===== src/rtl/core/dapg_pkg.sv =====
`timescale 1ns / 1ps
// Shared types for the drifting attractor point generator.
// Holds the datapath command codes and the controller/datapath structs; no dependencies.
package dapg_pkg;

    typedef enum logic [4:0] {
        OP_NOP,
        OP_ACCEPT,
        OP_MUL_PHASE,
        OP_LOAD_R,
        OP_RED,
        OP_FOLD,
        OP_SQ,
        OP_Z,
        OP_DMUL,
        OP_DQ,
        OP_DCOR,
        OP_ZT,
        OP_NXT,
        OP_ST,
        OP_RES,
        OP_MX,
        OP_AX,
        OP_MY,
        OP_AY,
        OP_SX,
        OP_OX,
        OP_SY,
        OP_OY,
        OP_OUT
    } dp_op_t;

    typedef struct packed {
        dp_op_t     op;
        logic [1:0] sin_idx;
        logic [1:0] div_idx;
    } dp_cmd_t;

    typedef struct packed {
        logic red_done;
    } dp_status_t;

    localparam logic [1:0] LAST_SIN = 2'd3;
    localparam logic [1:0] LAST_DIV = 2'd3;

endpackage


===== src/rtl/core/dapg_controller.sv =====
`timescale 1ns / 1ps
// Sequencing state machine for the attractor generator: handshakes and datapath commands.
// Depends on dapg_pkg for the command and status types.
module dapg_controller (
    input  logic                  clk,
    input  logic                  rst_n,
    input  logic                  in_valid,
    output logic                  in_ready,
    input  logic                  op,
    output logic                  out_valid,
    input  logic                  out_ready,
    input  dapg_pkg::dp_status_t  status,
    output dapg_pkg::dp_cmd_t     cmd
);
    import dapg_pkg::*;

    typedef enum logic [4:0] {
        S_IDLE, S_PH_MUL, S_PH_LOAD, S_RED, S_FOLD, S_SQ, S_Z, S_DMUL, S_DQ, S_DCOR,
        S_ZT, S_NXT, S_ST, S_RES, S_MX, S_AX, S_MY, S_AY, S_SX, S_OX, S_SY, S_OY, S_OUT
    } state_t;

    state_t     state_reg, state_next;
    logic [1:0] sin_idx_reg, sin_idx_next;
    logic [1:0] div_idx_reg, div_idx_next;
    logic       out_valid_reg, out_valid_next;

    always_comb
    begin
        state_next = state_reg;
        sin_idx_next = sin_idx_reg;
        div_idx_next = div_idx_reg;
        out_valid_next = out_valid_reg && !out_ready;
        cmd.op = OP_NOP;
        cmd.sin_idx = sin_idx_reg;
        cmd.div_idx = div_idx_reg;
        case (state_reg)
            S_IDLE:
            begin
                if (in_valid)
                begin
                    cmd.op = OP_ACCEPT;
                    if (op)
                    begin
                        state_next = S_PH_MUL;
                        sin_idx_next = 2'd0;
                    end
                end
            end
            S_PH_MUL:
            begin
                cmd.op = OP_MUL_PHASE;
                state_next = S_PH_LOAD;
            end
            S_PH_LOAD:
            begin
                cmd.op = OP_LOAD_R;
                state_next = S_RED;
            end
            S_RED:
            begin
                cmd.op = OP_RED;
                if (status.red_done)
                    state_next = S_FOLD;
            end
            S_FOLD:
            begin
                cmd.op = OP_FOLD;
                state_next = S_SQ;
            end
            S_SQ:
            begin
                cmd.op = OP_SQ;
                state_next = S_Z;
            end
            S_Z:
            begin
                cmd.op = OP_Z;
                div_idx_next = 2'd0;
                state_next = S_DMUL;
            end
            S_DMUL:
            begin
                cmd.op = OP_DMUL;
                state_next = S_DQ;
            end
            S_DQ:
            begin
                cmd.op = OP_DQ;
                state_next = S_DCOR;
            end
            S_DCOR:
            begin
                cmd.op = OP_DCOR;
                state_next = (div_idx_reg == LAST_DIV) ? S_ST : S_ZT;
            end
            S_ZT:
            begin
                cmd.op = OP_ZT;
                state_next = S_NXT;
            end
            S_NXT:
            begin
                cmd.op = OP_NXT;
                div_idx_next = div_idx_reg + 2'd1;
                state_next = S_DMUL;
            end
            S_ST:
            begin
                cmd.op = OP_ST;
                state_next = S_RES;
            end
            S_RES:
            begin
                cmd.op = OP_RES;
                if (sin_idx_reg == LAST_SIN)
                    state_next = S_MX;
                else
                begin
                    sin_idx_next = sin_idx_reg + 2'd1;
                    state_next = S_PH_MUL;
                end
            end
            S_MX:
            begin
                cmd.op = OP_MX;
                state_next = S_AX;
            end
            S_AX:
            begin
                cmd.op = OP_AX;
                state_next = S_MY;
            end
            S_MY:
            begin
                cmd.op = OP_MY;
                state_next = S_AY;
            end
            S_AY:
            begin
                cmd.op = OP_AY;
                state_next = S_SX;
            end
            S_SX:
            begin
                cmd.op = OP_SX;
                state_next = S_OX;
            end
            S_OX:
            begin
                cmd.op = OP_OX;
                state_next = S_SY;
            end
            S_SY:
            begin
                cmd.op = OP_SY;
                state_next = S_OY;
            end
            S_OY:
            begin
                cmd.op = OP_OY;
                state_next = S_OUT;
            end
            S_OUT:
            begin
                if (!out_valid_reg || out_ready)
                begin
                    cmd.op = OP_OUT;
                    out_valid_next = 1'b1;
                    state_next = S_IDLE;
                end
            end
            default:
            begin
                state_next = S_IDLE;
            end
        endcase
    end

    always_ff @(posedge clk or negedge rst_n)
    begin
        if (!rst_n)
        begin
            state_reg     <= S_IDLE;
            sin_idx_reg   <= 2'd0;
            div_idx_reg   <= 2'd0;
            out_valid_reg <= 1'b0;
        end
        else
        begin
            state_reg     <= state_next;
            sin_idx_reg   <= sin_idx_next;
            div_idx_reg   <= div_idx_next;
            out_valid_reg <= out_valid_next;
        end
    end

    assign in_ready = (state_reg == S_IDLE);
    assign out_valid = out_valid_reg;

    a_compute_starts: assert property (@(posedge clk) disable iff (!rst_n)
        in_valid && in_ready && op |=> state_reg == S_PH_MUL)
        else $error("compute request did not start the sine sequence");

    a_out_waits: assert property (@(posedge clk) disable iff (!rst_n)
        state_reg == S_OUT && out_valid_reg && !out_ready |=> state_reg == S_OUT)
        else $error("new result overwrote an untaken result");

    a_last_sine: assert property (@(posedge clk) disable iff (!rst_n)
        state_reg == S_RES && sin_idx_reg == LAST_SIN |=> state_reg == S_MX)
        else $error("combine step did not follow the fourth sine");

    a_out_holds: assert property (@(posedge clk) disable iff (!rst_n)
        out_valid && !out_ready |=> out_valid)
        else $error("result dropped before it was taken");

endmodule


===== config.mk =====
export PLATFORM = sky130hd
export DESIGN_NAME = dapg_controller
export DESIGN_NICKNAME = d
export VERILOG_FILES = /design/src/rtl/core/dapg_pkg.sv /design/src/rtl/core/dapg_controller.sv
export SDC_FILE = /design/constraint.sdc
export NUM_CORES = 1
export LEC_CHECK = 0
export ABC_AREA = 1
export CORE_AREA = 2 2 52 54
export CTS_CLUSTER_SIZE = 28
export DETAILED_ROUTE_END_ITERATION = 7
export DIE_AREA = 0 0 54 56
export DONT_BUFFER_PORTS = 1
export GPL_ROUTABILITY_DRIVEN = 1
export PLACE_DENSITY = 0.6
export REMOVE_ABC_BUFFERS = 1
export SLEW_MARGIN = 25
export SYNTH_ARGS = -nofsm -noshare
export SYNTH_HDL_FRONTEND = slang
export SYNTH_SLANG_ARGS = --single-unit

===== constraint.sdc =====
create_clock -name clk -period 1.7 [get_ports clk]
set_clock_uncertainty 0.05 [all_clocks]
set_input_delay 0.34 -clock clk [delete_from_list [all_inputs] [get_ports clk]]
set_output_delay 0.34 -clock clk [all_outputs]
set_load 0.005 [all_outputs]

==> results of run 1 <==
-- critical path, cell delays in order, from the launching register on --
cell	delay, ns
dfrtp_2	0.47
buf_4	0.16
nor2_4	0.16
inv_1	0.09
a21oi_2	0.15
nor2_1	0.07
nand4_1	0.11
-- stage by stage --
step / cell area [µm²] / power [mW] / hold WS (ns)
detailed placement: 956 / 1.47 / -0.00538
global placement: 956 / 1.47 / -0.00540
finish: 1260 / 2.25 / 0.188
floorplan: 858 / 1.15 / -0.00559
CTS: 1170 / 2.00 / 0.187
global route: 1260 / 2.41 / 0.221
-- layer usage --
metal / wire length (µm) / vias up
met1: 1210 / 503
met5: 0 / -
met3: 171 / 13
li1: - / 509
met2: 1410 / 51
met4: 133 / 0
-- layout make-up --
type                            instances  area share
Timing Repair Buffer                   22       0.145
Sequential cell                        10       0.203
Clock buffer                            4      0.0288
Tap cell                               30      0.0298
Inverter                               20      0.0616
Multi-Input combinational cell        110       0.532
-- report_power, final --
group / leakage [nW] / internal [mW] / switching, mW
Clock: 0.0210 / 0.130 / 0.0901
Sequential: 0.127 / 0.322 / 0.133
Combinational: 0.544 / 0.662 / 0.908
Total: 0.692 / 1.11 / 1.13
-- how the worst max path moves through the flow --
stage                        startpoint     end  slack, ns
2_1_floorplan  state_reg[4]$_DFFE_PN0P_  cmd[6]       0.22
3_3_place_gp   state_reg[0]$_DFFE_PN0P_  cmd[6]       0.05
3_5_place_dp   state_reg[0]$_DFFE_PN0P_  cmd[6]       0.04
4_1_cts        state_reg[0]$_DFFE_PN0P_  cmd[6]      -0.15
5_1_grt        state_reg[0]$_DFFE_PN0P_  cmd[5]      -0.25
6_report       state_reg[4]$_DFFE_PN0P_  cmd[5]      -0.18
-- synthesized netlist by cell type --
library cell / count / area [µm²]
nand3b_1: 1 / 7.51
nand4_1: 4 / 25.0
nor3_4: 1 / 16.3
nor2_2: 2 / 12.5
inv_2: 3 / 11.3
nor2_1: 25 / 93.8
a21oi_1: 5 / 25.0
o22ai_1: 2 / 12.5
dfrtp_1: 10 / 250
nand2_2: 2 / 12.5
nor2_4: 2 / 22.5
or2_0: 1 / 6.26
nor3_1: 1 / 5.00
o21ai_0: 1 / 5.00
inv_1: 17 / 63.8
a22o_1: 1 / 8.76
o21ai_1: 3 / 15.0
nand3_1: 16 / 80.1
ha_1: 2 / 25.0
nand3_2: 1 / 10.0
nand2_1: 40 / 150
-- timing repair --
| action | in CTS | in global routing |
|---|---|---|
| endpoints found under the setup margin | 6 | 8 |
| endpoints found under the hold margin | 10 | 0 |
| resized for setup | 35 | 14 |
| hold buffers | 1 | 0 |
| setup buffers | 8 | 5 |
| pin swaps | 12 | 11 |
-- kinds of logic (layout without fill, tap and decap cells) --
group / after synthesis / count (layout) / share of synthesized area
buffers and inverters: 20 / 46 / 0.0875
and+or+nand+nor: 96 / 96 / 0.515
adders and majority gates: 2 / 2 / 0.0291
AOI/OAI and AO/OA: 12 / 12 / 0.0772
DFF: 10 / 10 / 0.292
==> metrics, run 1 <==
insertion delay to the later sink of the worst-skew pair 0.27 ns; final antenna diode count 0; number of iterations in the first detailed-routing pass 4; Largest register FFs 5; r2r startpoint state_reg[0]$_DFFE_PN0P_; highest net fanout along the worst path 5; Netlist Area Pre-Place 858 µm²; placed wire-length estimate after detailed placement just under 2 mm; total via count in the routed design 1076; worst min path class in -> reg; overall die width 54 µm; post-synthesis average cell area 6.13 µm²; footprint of the multi-input gates 671 µm²; post-placement setup slack 0.0360 ns; worst endpoint required time 1.31 ns; clock slew at the register clock pins of the worst setup and hold paths 0.07 ns; Die ar. 3020 µm²; met1 track utilization from global routing 0.257; via count of the first global-routing pass approximately 990; residual antenna-violating net count after detailed routing 0; type of origin of the critical path flop; Achievable Freq 532 MHz; die outline height approximately 56 µm; time the worst path needs with I/O delays and setup 1.88 ns; final sum of negative setup slack -0.757 ns; Clock Path Buffers 2; flops & latches, synth 10; core area 2430 µm²; number of cells in the design after placement between 150 and 200; number of buffers inserted by port buffering 0; RSZ-0062 raised after global routing true; most used cells in the layout excluding fill and tap cells nand2_1 (29), nor2_1 (18), buf_4 (17); Hold Fails Final Rpt 0; synthesis-to-layout area growth 46.8%; power density normalized to cell area 1780 nW/µm²; met2 usage 0.308; share of the yosys chip area belonging to registers 0.292; Initial Utilization 0.353; count of max-cap constraint violations 0; Setup WS post-layout -0.179 ns; kind of critical path reg -> out; transition time at the pin with the least slew margin about 0.47 ns; total number of yosys warnings 0; DRC 0; reg-to-reg critical path endpoint sin_idx_reg[0]$_DFFE_PN0P_; Non-Filler Instances approximately 200; master cell of the clock root buffer clkbuf_4; total global routing overflow 0; number of buffers created by CTS 3; startpoint of the lowest-slack hold path status; minimum setup slack among reg-to-reg paths 0.02 ns; post-detailed-route via-to-cell ratio about 5.5; Setup crit end kind output port; number of antenna violations at the first check in global routing 0; aggregate global-route resource usage 0.203; peak supply drop 0.000968 V; routability cong. 0.947; Worst Hold Depth 3; H-tree depth 1; Filler Cells Inserted 220; violated checks negative setup slack; final period utilization 1.11; number of failing setup endpoints in the final timing report 6; final core occ 0.518; met3 Usage GRT 0.0296; proportion of layout cells with a drive suffix above 1 0.416; Reg area approximately 260 µm²; Static Leak a little under 0.7 nW; final-report max-slew violation count 0; Synth cell types 21; number of core rows 18; r2r worst-path depth 9; maximum number of pins on one net before global-route repair 11; number of nets at the end of the flow between 150 and 200; most frequent standard cell in the layout excluding fill and tap cells nand2_1; wire length of the first global-routing pass roughly 4.5 mm; Cells after Synth 140; GRT busiest layer met2; 1st-iter DRT viols 45; post-DR wirelength/cell approximately 15 µm; Slew headroom 0.683; outcome finished with violations; wire length after detailed routing 2.92 mm; clock tree from TritonCTS done; count of boundary I/O pins 17; crit path DAT 1.49 ns; number of sinks on the clock net 10; Min-Delay Endpoint state_reg[0]$_DFFE_PN0P_
Note: power is estimated with default switching activity, not from simulation.
==> inputs of run 2 (changes only) <==
--- a/config.mk
+++ b/config.mk
@@ -7,6 +7,7 @@
 export LEC_CHECK = 0
 export ABC_AREA = 1
 export CORE_AREA = 2 2 52 54
+export CTS_BUF_LIST = sky130_fd_sc_hd__clkbuf_8
 export CTS_CLUSTER_SIZE = 28
 export DETAILED_ROUTE_END_ITERATION = 7
 export DIE_AREA = 0 0 54 56
==> metrics, run 2 (same netlist as run 1, synthesis figures left out) <==
clock slew at the register clock pins of the worst setup and hold paths 0.05 ns (was 0.07 ns); placed cell areas 956 µm² (unchanged); Hold Fails Final Rpt 0 (unchanged); most frequent standard cell in the layout excluding fill and tap cells nand2_1 (unchanged); transition time at the pin with the least slew margin 0.478 ns (was 0.474 ns); worst min path class in -> reg (unchanged); Setup crit end kind output port (unchanged); via count of the first global-routing pass 1027 (was 986); master cell of the clock root buffer clkbuf_8 (was clkbuf_4); Slew headroom 0.680 (was 0.683); number of buffers inserted by port buffering 0 (unchanged); placed wire-length estimate after detailed placement 1.93 mm (unchanged); most used cells in the layout excluding fill and tap cells nand2_1 (29), nor2_1 (18), buf_4 (16) (was nand2_1 (29), nor2_1 (18), buf_4 (17)); worst endpoint required time 1.31 ns (about the same); final core occ 0.531 (was 0.518); number of buffers created by CTS 3 (unchanged); number of iterations in the first detailed-routing pass 4 (unchanged); overall die width 54 µm (unchanged); type of origin of the critical path flop (unchanged); critical path cell sequence buf_4 > nor2_4 > nand2_4 > a21oi_1 > a21oi_1 > nand4_1 (was buf_4 > nor2_4 > inv_1 > a21oi_2 > nor2_1 > nand4_1); final antenna diode count 0 (unchanged); H-tree depth 1 (unchanged); synthesis-to-layout area growth 50.4% (was 46.8%); clock tree from TritonCTS done (unchanged); time the worst path needs with I/O delays and setup 1.83 ns (was 1.88 ns); number of cells in the design after placement 178 (unchanged); number of core rows 18 (unchanged); Initial Utilization 0.353 (unchanged); minimum setup slack among reg-to-reg paths 0.09 ns (was 0.02 ns); routability cong. 0.947 (unchanged); number of sinks on the clock net 10 (unchanged); Filler Cells Inserted 220 (unchanged); maximum number of pins on one net before global-route repair 11 (unchanged); number of nets at the end of the flow 175 (unchanged); number of antenna violations at the first check in global routing 0 (unchanged); Clock Path Buffers 2 (unchanged); post-DR wirelength/cell 15.1 µm (was 14.9 µm); Setup WS post-layout -0.135 ns (was -0.179 ns); total power draw 2.33 mW (was 2.25 mW); wire length of the first global-routing pass 4.75 mm (was 4.48 mm); total global routing overflow 0 (unchanged); post-detailed-route via-to-cell ratio 5.43 (was 5.49); final standard cell area without fillers 1290 µm² (was 1260 µm²); outcome finished with violations (unchanged); cell occurring most often along the worst timing path a21oi_1; final-report max-slew violation count 0 (unchanged); die outline height 56 µm (unchanged); final period utilization 1.08 (was 1.11); aggregate global-route resource usage 0.218 (was 0.203); crit path DAT 1.44 ns (was 1.49 ns); 1st-iter DRT viols 51 (was 45); Largest register FFs 5 (unchanged); highest net fanout along the worst path 5 (unchanged); Non-Filler Instances 196 (unchanged); RSZ-0062 raised after global routing true (unchanged); wire length after detailed routing 2.97 mm (was 2.92 mm); violated checks negative setup slack (unchanged); residual antenna-violating net count after detailed routing 0 (unchanged); power density normalized to cell area 1810 nW/µm² (was 1780 nW/µm²); core area 2430 µm² (unchanged); number of failing setup endpoints in the final timing report 6 (unchanged); proportion of layout cells with a drive suffix above 1 0.434 (was 0.416); total via count in the routed design 1065 (was 1076); Static Leak 0.695 nW (was 0.692 nW); DRC 0 (unchanged); count of boundary I/O pins 17 (unchanged); insertion delay to the later sink of the worst-skew pair 0.25 ns (was 0.27 ns); kind of critical path reg -> out (unchanged); Achievable Freq 545 MHz (was 532 MHz); peak supply drop 0.000956 V (was 0.000968 V); cell type of the slowest stage on the worst timing path dfrtp_2 (unchanged); Die ar. 3020 µm² (unchanged); delay of the slowest critical-path stage 0.45 ns (was 0.47 ns); count of max-cap constraint violations 0 (unchanged)
[run 2: cell types whose count changed in the layout (fill, tap and decap cells not counted)]
| cell | previous run | this run |
|---|---|---|
| clkbuf_4 | 3 | 0 |
| clkbuf_8 | 1 | 4 |
| nand3_1 | 12 | 10 |
| nand3_2 | 4 | 6 |
| buf_12 | 0 | 1 |
| buf_4 | 17 | 16 |
| inv_1 | 13 | 12 |
| inv_2 | 6 | 7 |
| nand2_2 | 10 | 11 |
| nand2_4 | 3 | 2 |
| nor2_2 | 2 | 3 |
| nor2_4 | 9 | 8 |
[run 2: per-layer routing]
layer | global-route usage | wire length (µm) | vias to the layer above
li1 | - | - | 509
met1 | 0.268 | 1190 | 493
met2 | 0.338 | 1450 | 52
met3 | 0.0269 | 182 | 11
met4 | 0.154 | 146 | 0
met5 | 0 | 0 | -
[run 2: power by group]
part           switching [mW]  total [mW]  internal, mW
combinational           0.897        1.56         0.662
clock                   0.105       0.309         0.204
sequential              0.142       0.465         0.323
total                    1.14        2.33          1.19
[run 2: worst max-delay path, delay by kind of cell, from the launching register on]
kind / cells / cell delay, ns
AOI/OAI and AO/OA: 2 / 0.22
buffers and inverters: 1 / 0.16
DFF: 1 / 0.45
and+or+nand+nor: 3 / 0.38
[run 2: area by class of cell]
cell class              instances  area [µm²]  share of cell area
well taps                      30        37.5              0.0291
inverters                      20        77.6              0.0601
multi-input cells             110         671               0.519
repair buffers                 22         195               0.151
clock buffers                   4        55.1              0.0426
flip-flops and latches         10         255               0.198
[run 2: worst paths after layout]
path | start | end | depth (start not counted)
setup / recovery | state_reg[0]$_DFFE_PN0P_ | cmd[4] | 6
hold / removal | status | state_reg[0]$_DFFE_PN0P_ | 3
setup reg to reg | state_reg[0]$_DFFE_PN0P_ | sin_idx_reg[0]$_DFFE_PN0P_ | 9
hold reg to reg | div_idx_reg[0]$_DFFE_PN0P_ | div_idx_reg[0]$_DFFE_PN0P_ | 1
max in group asynchronous | rst_n | state_reg[3]$_DFFE_PN0P_ | 1
min in group asynchronous | rst_n | out_valid$_DFF_PN0_ | 1
[run 2: through the flow]
stage	hold slack, ns	setup slack, ns	TNS (ns)
floorplan	-0.00559	0.218	0
global placement	-0.00540	0.0487	0
detailed placement	-0.00538	0.0360	0
CTS	0.222	-0.107	-0.402
global route	0.258	-0.187	-0.883
finish	0.217	-0.135	-0.548
[run 2: repair_timing]
item / 4_1_cts / 5_1_grt
buffers inserted: 11 / 2
pin swaps: 15 / 7
hold endpoints to repair: 10 / 0
gates resized for setup: 41 / 9
hold buffers: 1 / 0
endpoints found under the setup margin: 6 / 7
==> inputs of run 3 (changes only) <==
--- a/config.mk
+++ b/config.mk
@@ -15,6 +15,7 @@
 export GPL_ROUTABILITY_DRIVEN = 1
 export PLACE_DENSITY = 0.6
 export REMOVE_ABC_BUFFERS = 1
+export SETUP_SLACK_MARGIN = 0.3
 export SLEW_MARGIN = 25
 export SYNTH_ARGS = -nofsm -noshare
 export SYNTH_HDL_FRONTEND = slang
==> metrics, run 3 (same netlist as run 1, synthesis figures left out) <==
outcome finished with violations (unchanged); final period utilization 1.07 (was 1.08); worst endpoint required time 1.31 ns (about the same); number of antenna violations at the first check in global routing 0 (unchanged); power density normalized to cell area 1810 nW/µm² (about the same); residual antenna-violating net count after detailed routing 0 (unchanged); wire length of the first global-routing pass 4.84 mm (was 4.75 mm); final standard cell area without fillers 1320 µm² (was 1290 µm²); post-detailed-route via-to-cell ratio 5.58 (was 5.43); post-DR wirelength/cell 15.5 µm (was 15.1 µm); number of failing setup endpoints in the final timing report 6 (unchanged); Initial Utilization 0.353 (unchanged); share of total power in sequential cells 0.193 (was 0.199); sw power 1.18 mW (was 1.14 mW); Die ar. 3020 µm² (unchanged); clock group share of total power 0.129 (was 0.133); startpoint of the lowest-slack hold path status (unchanged); peak supply drop 0.000962 V (was 0.000956 V); Achievable Freq 548 MHz (was 545 MHz); placed wire-length estimate after detailed placement 1.93 mm (unchanged); Setup WS post-layout -0.126 ns (was -0.135 ns); total global routing overflow 0 (unchanged); reg-to-reg critical path endpoint sin_idx_reg[0]$_DFFE_PN0P_ (unchanged); transition time at the pin with the least slew margin 0.476 ns (was 0.478 ns); time the worst path needs with I/O delays and setup 1.83 ns (about the same); count of max-cap constraint violations 0 (unchanged); number of buffers inserted by port buffering 0 (unchanged); final antenna diode count 0 (unchanged); synthesis-to-layout area growth 53.5% (was 50.4%); overall die width 54 µm (unchanged); type of origin of the critical path flop (unchanged); Clock Path Buffers 2 (unchanged); kind of critical path reg -> out (unchanged); RSZ-0062 raised after global routing true (unchanged); violated checks negative setup slack (unchanged); most frequent standard cell in the layout excluding fill and tap cells nand2_1 (unchanged); proportion of layout cells with a drive suffix above 1 0.455 (was 0.434); final-report max-slew violation count 0 (unchanged); count of boundary I/O pins 17 (unchanged); core area 2430 µm² (unchanged); number of buffers created by CTS 3 (unchanged); Slew headroom 0.681 (was 0.680); r2r startpoint state_reg[0]$_DFFE_PN0P_ (unchanged); Internal Dissipation 1.21 mW (was 1.19 mW); number of core rows 18 (unchanged); launch point of the critical path state_reg[0]$_DFFE_PN0P_ (unchanged); DRC 0 (unchanged); insertion delay to the later sink of the worst-skew pair 0.25 ns (about the same); r2r worst-path depth 9 (unchanged); Largest register FFs 5 (unchanged); via count of the first global-routing pass 1061 (was 1027); total power draw 2.39 mW (was 2.33 mW); clock slew at the register clock pins of the worst setup and hold paths 0.05 ns (about the same); Hold Fails Final Rpt 0 (unchanged); clock tree from TritonCTS done (unchanged); wire length after detailed routing 3.06 mm (was 2.97 mm); Logic pwr share 0.679 (was 0.668); 1st-iter DRT viols 65 (was 51); Min-Delay Endpoint state_reg[0]$_DFFE_PN0P_ (unchanged); total via count in the routed design 1100 (was 1065); crit path DAT 1.44 ns (about the same); Setup crit end kind output port (unchanged); number of iterations in the first detailed-routing pass 4 (unchanged); Worst Hold Depth 3 (unchanged); Static Leak 0.715 nW (was 0.695 nW); highest net fanout along the worst path 5 (unchanged); H-tree depth 1 (unchanged); placed cell areas 956 µm² (unchanged); aggregate global-route resource usage 0.222 (was 0.218); number of nets at the end of the flow 176 (was 175); most used cells in the layout excluding fill and tap cells nand2_1 (29), buf_4 (18), nor2_1 (16) (was nand2_1 (29), nor2_1 (18), buf_4 (16)); routability cong. 0.947 (unchanged); number of sinks on the clock net 10 (unchanged); worst min path class in -> reg (unchanged); Switching Share 0.493 (was 0.490); die outline height 56 µm (unchanged); master cell of the clock root buffer clkbuf_8 (unchanged); minimum setup slack among reg-to-reg paths 0.09 ns (about the same); maximum number of pins on one net before global-route repair 11 (unchanged)
-- run 3: changes by cell type in the layout (fill, tap and decap cells not counted), sizes merged --
cell / before / now
buf: 21 / 22
-- run 3: power groups by stage --
stage,Combinational (mW),Clock [mW],Sequential (mW)
after floorplan,0.729,0,0.418
after global placement,1.03,0,0.431
after detailed placement,1.03,0,0.438
after CTS,1.44,0.314,0.455
after global routing,1.76,0.329,0.470
final,1.62,0.307,0.460
-- run 3: how the worst max path moves through the flow --
stage,end,cells after the start
2_1_floorplan,cmd[6],5
3_3_place_gp,cmd[6],7
3_5_place_dp,cmd[6],7
4_1_cts,cmd[6],7
5_1_grt,cmd[6],6
6_report,cmd[5],7
-- run 3: what timing repair did --
item	in CTS	in global routing
setup endpoints to repair	13	13
cloned	0	0
endpoints found under the hold margin	10	0
hold buffers	1	0
gates resized for setup	45	10
setup buffers	11	3
pin swaps	15	9
-- run 3: area by class of cell --
cell class	count	area [µm²]
clock buffer	4	55.1
inverter	20	80.1
sequential	10	255
tap	30	37.5
multi-input combinational	110	691
fill	222	1110
timing repair buffer	23	199
-- run 3: critical path, cell delays in order, from the launching register on --
cell     delay, ns
dfrtp_2       0.41
inv_2         0.07
buf_6         0.12
nor3_4        0.21
nand2_2       0.12
nand2_1       0.09
nor2_2        0.06
nand4_1       0.10
-- run 3: per-layer routing --
layer / global-route usage / wire, µm / part of all wire / up-vias
met2: 0.329 / 1510 / 0.49 / 64
met3: 0.0349 / 217 / 0.071 / 25
li1: - / - / - / 510
met5: 0 / 0 / 0 / -
met4: 0.186 / 186 / 0.061 / 0
met1: 0.270 / 1140 / 0.37 / 501
-- run 3: through the flow --
step / std cells / hold WS, ns / setup slack, ns / setup TNS [ns] / utilization
6_report: 197 / 0.222 / -0.126 / -0.615 / 0.542
5_1_grt: 197 / 0.258 / -0.188 / -0.964 / 0.542
4_1_cts: 194 / 0.222 / -0.107 / -0.405 / 0.520
3_5_place_dp: 178 / -0.00538 / 0.0360 / 0 / 0.393
3_3_place_gp: 178 / -0.00540 / 0.0487 / 0 / 0.393
2_1_floorplan: 140 / -0.00559 / 0.218 / 0 / -
